### src/hdl/mpa_pkg.sv
// ----------------------------------------------------------------------------
// Polygon area package
// Types and fixed constants shared by the polygon area block and its
// multiplier.
// ----------------------------------------------------------------------------
package mpa_pkg;

	localparam int COORD_W  = 30;
	localparam int DIFF_W   = 31;
	localparam int SUM_W    = 64;
	localparam int MAG_W    = 63;
	localparam int SCALE_W  = 47;
	localparam int MUL_W    = 33;
	localparam int PROD_W   = 66;
	localparam int ACC_W    = 110;
	localparam int AREA_W   = 53;
	localparam int COUNT_W  = 16;
	localparam int ZOOM_W   = 5;
	localparam int SHIFT_W  = 6;
	localparam int HALF_W   = 32;

	// Square of the earth's circumference in metres, with 8 fraction bits.
	localparam logic [63:0] CIRC_SQ_Q8 = 64'd410218188239090765;

	localparam logic [SUM_W-1:0]   SUM_MAX   = {1'b0, {(SUM_W-1){1'b1}}};
	localparam logic [AREA_W-1:0]  AREA_MAX  = {AREA_W{1'b1}};
	localparam logic [COUNT_W-1:0] COUNT_MAX = {COUNT_W{1'b1}};
	localparam logic [SHIFT_W-1:0] SHIFT_BASE = 6'd9;

	typedef enum logic [3:0] {
		ST_IDLE,
		ST_MUL_A,
		ST_MUL_B,
		ST_TERM,
		ST_SUM,
		ST_ABS,
		ST_SC0,
		ST_SC1,
		ST_SC2,
		ST_SC3,
		ST_SC4,
		ST_FIN
	} mpa_state_t;

	typedef struct packed {
		logic signed [MUL_W-1:0] a;
		logic signed [MUL_W-1:0] b;
	} mpa_mul_op_t;

endpackage

### src/hdl/mpa_mul.sv
// ----------------------------------------------------------------------------
// Shared multiplier
// Signed 33 by 33 bit multiplier with a registered product, used in turn for
// the cross products and for the partial products of the area scaling.
// ----------------------------------------------------------------------------
module mpa_mul (
	input  logic                         clk,
	input  mpa_pkg::mpa_mul_op_t         op,
	output logic signed [mpa_pkg::PROD_W-1:0] prod_q
);
	import mpa_pkg::*;

	always_ff @(posedge clk) begin
		prod_q <= PROD_W'(op.a) * PROD_W'(op.b);
	end

endmodule

### src/hdl/mercator_polygon_area_top.sv
// ----------------------------------------------------------------------------
// Mercator polygon area
// Shoelace area of a polygon given as world-pixel vertices, scaled to square
// metres for the current map zoom, with saturation of the sum and the area.
// ----------------------------------------------------------------------------
// One vertex is taken per request and one result is returned for each. A
// vertex that continues a polygon passes through the cross product states
// before the scaling, and a vertex that starts a polygon goes straight to the
// scaling. The single shared 33 by 33 bit multiplier forms the two cross
// products and then the four partial products of the scaling, one per cycle.
// The result waits in an output register, so a new vertex may be accepted
// while it is still stalled. The zoom register must be written only while the
// block is idle; the block itself does not enforce this.
module mercator_polygon_area_top #(
	parameter int TILE_PIXELS = 256,
	parameter int MAX_ZOOM    = 22
) (
	input  logic                              clk,
	input  logic                              arst_n,
	input  logic                              cfg_we,
	input  logic [mpa_pkg::ZOOM_W-1:0]        cfg_wdata,
	input  logic                              in_valid,
	output logic                              in_stall,
	input  logic [mpa_pkg::COORD_W-1:0]       point_x,
	input  logic [mpa_pkg::COORD_W-1:0]       point_y,
	input  logic                              new_polygon,
	output logic                              out_valid,
	input  logic                              out_stall,
	output logic [mpa_pkg::AREA_W-1:0]        area_square_m,
	output logic [mpa_pkg::COUNT_W-1:0]       vertex_count,
	output logic                              saturated
);
	import mpa_pkg::*;

	localparam logic [63:0] SCALE_FULL = CIRC_SQ_Q8 / 64'(TILE_PIXELS * TILE_PIXELS);
	localparam logic [SCALE_W-1:0] SCALE = SCALE_FULL[SCALE_W-1:0];
	localparam logic [ZOOM_W-1:0] ZOOM_MAX = ZOOM_W'(MAX_ZOOM);
	localparam logic signed [SUM_W:0] SUM_HI = {1'b0, SUM_MAX};
	localparam logic signed [SUM_W:0] SUM_LO = -SUM_HI;

	mpa_state_t state_q, state_d;

	logic [ZOOM_W-1:0]         zoom_q;
	logic [COORD_W-1:0]        first_x_q, first_y_q;
	logic signed [DIFF_W-1:0]  prev_dx_q, prev_dy_q, dx_q, dy_q;
	logic signed [SUM_W-1:0]   sum_q, term_q;
	logic [COUNT_W-1:0]        count_q;
	logic                      ovf_q;
	logic [MAG_W-1:0]          mag_q;
	logic [ACC_W-1:0]          acc_q;
	logic [SHIFT_W-1:0]        shift_q;
	logic                      out_valid_q;
	logic [AREA_W-1:0]         area_q;
	logic [COUNT_W-1:0]        vcount_q;
	logic                      sat_q;

	mpa_mul_op_t               mul_op;
	logic signed [PROD_W-1:0]  prod;

	logic                      accept, start, out_free;
	logic signed [SUM_W:0]     sum_ext;
	logic [ACC_W-1:0]          shifted;
	logic                      area_over;
	logic [ZOOM_W-1:0]         zoom_eff;
	logic [ACC_W-1:0]          prod_u;

	mpa_mul u_mul (
		.clk    (clk),
		.op     (mul_op),
		.prod_q (prod)
	);

	assign in_stall      = (state_q != ST_IDLE);
	assign accept        = in_valid && !in_stall;
	assign start         = new_polygon || (count_q == '0);
	assign out_free      = !out_valid_q || !out_stall;
	assign out_valid     = out_valid_q;
	assign area_square_m = area_q;
	assign vertex_count  = vcount_q;
	assign saturated     = sat_q;

	assign sum_ext   = {sum_q[SUM_W-1], sum_q} + {term_q[SUM_W-1], term_q};
	assign zoom_eff  = (zoom_q > ZOOM_MAX) ? ZOOM_MAX : zoom_q;
	assign shifted   = acc_q >> shift_q;
	assign area_over = |shifted[ACC_W-1:AREA_W];
	assign prod_u    = ACC_W'(prod[SUM_W-1:0]);

	always_comb begin
		mul_op = '0;
		case (state_q)
			ST_MUL_A: begin
				mul_op.a = MUL_W'(prev_dx_q);
				mul_op.b = MUL_W'(dy_q);
			end
			ST_MUL_B: begin
				mul_op.a = MUL_W'(dx_q);
				mul_op.b = MUL_W'(prev_dy_q);
			end
			ST_SC0: begin
				mul_op.a = {1'b0, mag_q[HALF_W-1:0]};
				mul_op.b = {1'b0, SCALE[HALF_W-1:0]};
			end
			ST_SC1: begin
				mul_op.a = {1'b0, mag_q[HALF_W-1:0]};
				mul_op.b = MUL_W'(SCALE[SCALE_W-1:HALF_W]);
			end
			ST_SC2: begin
				mul_op.a = MUL_W'(mag_q[MAG_W-1:HALF_W]);
				mul_op.b = {1'b0, SCALE[HALF_W-1:0]};
			end
			ST_SC3: begin
				mul_op.a = MUL_W'(mag_q[MAG_W-1:HALF_W]);
				mul_op.b = MUL_W'(SCALE[SCALE_W-1:HALF_W]);
			end
			default: begin
				mul_op = '0;
			end
		endcase
	end

	always_comb begin
		state_d = state_q;
		case (state_q)
			ST_IDLE: begin
				if (accept) state_d = start ? ST_ABS : ST_MUL_A;
			end
			ST_MUL_A: state_d = ST_MUL_B;
			ST_MUL_B: state_d = ST_TERM;
			ST_TERM:  state_d = ST_SUM;
			ST_SUM:   state_d = ST_ABS;
			ST_ABS:   state_d = ST_SC0;
			ST_SC0:   state_d = ST_SC1;
			ST_SC1:   state_d = ST_SC2;
			ST_SC2:   state_d = ST_SC3;
			ST_SC3:   state_d = ST_SC4;
			ST_SC4:   state_d = ST_FIN;
			ST_FIN: begin
				if (out_free) state_d = ST_IDLE;
			end
			default:  state_d = ST_IDLE;
		endcase
	end

	always_ff @(posedge clk or negedge arst_n) begin
		if (!arst_n) begin
			state_q     <= ST_IDLE;
			zoom_q      <= '0;
			first_x_q   <= '0;
			first_y_q   <= '0;
			prev_dx_q   <= '0;
			prev_dy_q   <= '0;
			sum_q       <= '0;
			count_q     <= '0;
			ovf_q       <= 1'b0;
			out_valid_q <= 1'b0;
		end else begin
			state_q <= state_d;
			if (cfg_we) zoom_q <= cfg_wdata;
			if (accept && start) begin
				first_x_q <= point_x;
				first_y_q <= point_y;
				prev_dx_q <= '0;
				prev_dy_q <= '0;
				sum_q     <= '0;
				count_q   <= COUNT_W'(1);
				ovf_q     <= 1'b0;
			end
			if (state_q == ST_SUM) begin
				if (sum_ext > SUM_HI) begin
					sum_q <= SUM_MAX;
					ovf_q <= 1'b1;
				end else if (sum_ext < SUM_LO) begin
					sum_q <= SUM_LO[SUM_W-1:0];
					ovf_q <= 1'b1;
				end else begin
					sum_q <= sum_ext[SUM_W-1:0];
				end
				prev_dx_q <= dx_q;
				prev_dy_q <= dy_q;
				if (count_q != COUNT_MAX) count_q <= count_q + COUNT_W'(1);
			end
			if (state_q == ST_FIN && out_free) begin
				out_valid_q <= 1'b1;
			end else if (out_valid_q && !out_stall) begin
				out_valid_q <= 1'b0;
			end
		end
	end

	always_ff @(posedge clk) begin
		if (accept && !start) begin
			dx_q <= $signed({1'b0, point_x}) - $signed({1'b0, first_x_q});
			dy_q <= $signed({1'b0, point_y}) - $signed({1'b0, first_y_q});
		end
		case (state_q)
			ST_MUL_B: term_q <= prod[SUM_W-1:0];
			ST_TERM:  term_q <= term_q - prod[SUM_W-1:0];
			ST_ABS: begin
				mag_q   <= sum_q[SUM_W-1] ? MAG_W'(-sum_q) : sum_q[MAG_W-1:0];
				shift_q <= SHIFT_BASE + {zoom_eff, 1'b0};
			end
			ST_SC1:   acc_q <= prod_u;
			ST_SC2:   acc_q <= acc_q + (prod_u << HALF_W);
			ST_SC3:   acc_q <= acc_q + (prod_u << HALF_W);
			ST_SC4:   acc_q <= acc_q + (prod_u << (2 * HALF_W));
			ST_FIN: begin
				if (out_free) begin
					area_q   <= area_over ? AREA_MAX : shifted[AREA_W-1:0];
					vcount_q <= count_q;
					sat_q    <= ovf_q || area_over;
				end
			end
			default: begin
			end
		endcase
	end

endmodule

### config.mk
export PLATFORM = sky130hd
export DESIGN_NAME = mercator_polygon_area_top
export DESIGN_NICKNAME = d
export VERILOG_FILES = /design/src/hdl/mpa_pkg.sv /design/src/hdl/mpa_mul.sv /design/src/hdl/mercator_polygon_area_top.sv
export SDC_FILE = /design/constraint.sdc
export NUM_CORES = 2
export LEC_CHECK = 0
export ABC_AREA = 1
export BUFFER_PORTS_ARGS = -buffer_cell sky130_fd_sc_hd__buf_2
export CORE_ASPECT_RATIO = 1.5
export CORE_MARGIN = 1.5
export CORE_UTILIZATION = 45
export CTS_CLUSTER_SIZE = 20
export DETAILED_ROUTE_END_ITERATION = 6
export GPL_TIMING_DRIVEN = 0
export SLEW_MARGIN = 20
export SYNTH_ARGS = -nofsm -noshare
export SYNTH_HDL_FRONTEND = slang
export SYNTH_SLANG_ARGS = --single-unit
### constraint.sdc
create_clock -name clk -period 8.4 [get_ports clk]
set_input_delay 1.68 -clock clk [delete_from_list [all_inputs] [get_ports clk]]
set_output_delay 1.68 -clock clk [all_outputs]
set_load 0.05 [all_outputs]
==> results.ini <==
[critical_path]
crit_type = reg2reg
rrSetupSlack_ps = -940
end_kind = register
worst-path-stages = 40
critPathSlowestCell = fa_2
path_delay_family = adder cells
worstSetupEndpoint = u_mul.prod_q[61]$_DFF_P_
cp.arrival_ps = 9930
cp.required_ps = 8990
critPathBufInv = 15
slowest_delay_ps = 650
startpoint_type = register
rr_endpoint = u_mul.prod_q[61]$_DFF_P_
ff2ff_path_depth = 40
crit_top_cell = fa_1
crit_fanout = 6
r2r_start = state_q[0]$_DFFE_PN0P_
crit_path_start = state_q[0]$_DFFE_PN0P_

[clock_tree]
worst_skew_pair.late_latency_ps = 720
clk_path_buf_depth = 3
cts_root_buf = clkbuf_16
cts.sinks = 650
cts_inserted_buffers = 74
cts_hold_buf = 0
clk_pin_slew_worst_paths_ps = 60
h-tree-depth = 3
cts_tree = done

[floorplanning]
core_area_um2 = 194000
die-area_um2 = 199000
start_util_pct = 45.4
boundaryPins = 143
rows = 198
chipWidth_um = 365
die_h_um = 545

[timing]
hold_viol = 0
grt_setup_unrepaired = yes
final.setup.worst_slack_ps = -937
drv_slew = 0
max-slew-margin-rel_pct = 14.1
fin_crit_ps = 9340
worst_pin_slew_ps = 1290
setup_viol = 32
fin_skew_ps = 64.3
fmax_ghz = 0.107
post-route-period-util_pct = 111

[placement]
gp_congestion = 1.10
port-buffer-count = 141
hpwlAfterDp_um = 343000
place_area_um2 = 93300

[finish]
layout-drive-gt1-share_pct = 11.3
area_delta_synth_final_pct = 16.6
fin_nets = 13900
fill_cells = 18800
design_area_um2 = 103000

[yosys]
yosysTopAreaCell = fa_1
synthesis.nets = 13400
synthArstFlopShare_pct = 32.8
synth_edf_count = 373
synthCells = 11700
synth_area_leaders = fa_1 (26%), edfxtp_1 (13%), nand2_1 (12%)
ys_seq_area_share_pct = 20.2
yosys_register_bits = 650
synth_top_area_share_pct = 25.7
yosysMostFrequentCell = nand2_1
synth_common_cells = nand2_1 (2765), inv_1 (2380), nor2_1 (1179), fa_1 (1131), o21ai_0 (626)
avgSynthCellArea_um2 = 7.55
yosys_warnings = 0
ys_types = 63
synth_flop_cell = edfxtp_1
syn_area_um2 = 88300

[grt]
overflow = 0
grt_pass1_vias = 86400
grt_pass1_wl_um = 604000
track_usage_pct = 42.7
grt_max_degree = 92
antenna_found_initial = 35

[run_status]
status = complete, but fails checks
violations = setup timing

[route]
wl_per_cell_um = 28.4
drc = 0
drt_pre_antenna_iters = 6
drt-initial-drc-count = 8221
totalWireLength_um = 422000
postRouteAntennaNets = 0
drt-vias-per-instance = 5.71
vias = 84900

[job]
drv_cap = 0

[min_path]
hp-class = reg2reg

==> per-stage QoR <==
| step | worst slack, ps | std cells | hold slack, ps | TNS [ps] | util (%) |
|---|---|---|---|---|---|
| detailed placement | -4770 | 14500 | 447 | -166800 | 48.0 |
| CTS | -774 | 14800 | 463 | -6900 | 52.5 |
| global placement | -5620 | 14400 | 436 | -215960 | 47.4 |
| floorplan | 13.2 | 11700 | 425 | 0 | - |
| global route | -1040 | 14900 | 476 | -16640 | 52.9 |
| finish | -937 | 14900 | 469 | -11250 | 52.9 |
==> layout make-up <==
class	instances	area, µm²	share of cell area [%]
well taps	2600	3250	3.16
repair buffers	442	4030	3.91
multi-input cells	8214	62500	60.7
clock buffers	95	2050	2.00
clock inverters	43	532	0.517
diodes	22	55.1	0.0535
flip-flops and latches	650	17800	17.3
inverters	2447	9480	9.21
plain buffers	370	3220	3.13
==> cell families after synthesis <==
group	synth area share [%]
adder cells (fa/ha/maj)	32.9
XOR/XNOR	3.16
multiplexers	0.387
flip-flops	20.2
AND/OR/NAND/NOR	20.6
AO/OA/AOI/OAI	10.7
buffers and inverters	12.1
==> sequential cells by signal, indices dropped and copies added, names as in the netlist, 30 cells and up <==
register,count
u_mul.prod_q,64
dy_q,31
first_x_q,30
first_y_q,30
term_q,64
acc_q,109
mag_q,63
sum_q,64
dx_q,31
prev_dx_q,31
prev_dy_q,31
area_square_m,53
==> timing repair <==
item                        CTS  global route
resized for setup          1048           152
pin swaps                   190            94
setup buffers               218            38
setup endpoints to repair    56            41
gates cloned                  4             1
==> worst min-delay path by stage <==
stage | from | end | slack (ps) | cells after the start
floorplan | count_q[2]$_DFF_PN0_ | vertex_count[2]$_DFFE_PP_ | 420 | 0
global placement | count_q[2]$_DFF_PN0_ | vertex_count[2]$_DFFE_PP_ | 440 | 0
detailed placement | count_q[2]$_DFF_PN0_ | vertex_count[2]$_DFFE_PP_ | 450 | 0
CTS | count_q[2]$_DFF_PN0_ | vertex_count[2]$_DFFE_PP_ | 460 | 0
global route | count_q[2]$_DFF_PN0_ | vertex_count[2]$_DFFE_PP_ | 480 | 0
finish | count_q[2]$_DFF_PN0_ | vertex_count[2]$_DFFE_PP_ | 470 | 0
==> metal layers <==
layer / vias to the layer above / routed length, µm / track usage [%]
li1: 37400 / - / -
met1: 41500 / 142000 / 45.8
met2: 4327 / 195000 / 68.7
met3: 1697 / 33100 / 9.53
met4: 10 / 52600 / 41.2
met5: - / 78 / 0
==> placed cells by master (no fill, tap or decap), types with 66 or more instances in the layout <==
master	count
buf_4	219
clkbuf_16	125
nand3_1	345
o21ai_0	609
nor2_1	1054
fa_1	1065
fa_2	66
inv_1	2304
inv_2	78
o22ai_1	97
nand2_1	2739
edfxtp_1	373
a21oi_1	489
clkbuf_1	153
ha_1	479
xor2_1	180
dfrtp_1	212
nor2_2	69
a31oi_1	75
buf_2	163
xnor2_1	132
Power is left out: the tool's default activity adds up to more than one toggle a clock period on the data nets, which glitch-free logic cannot reach.
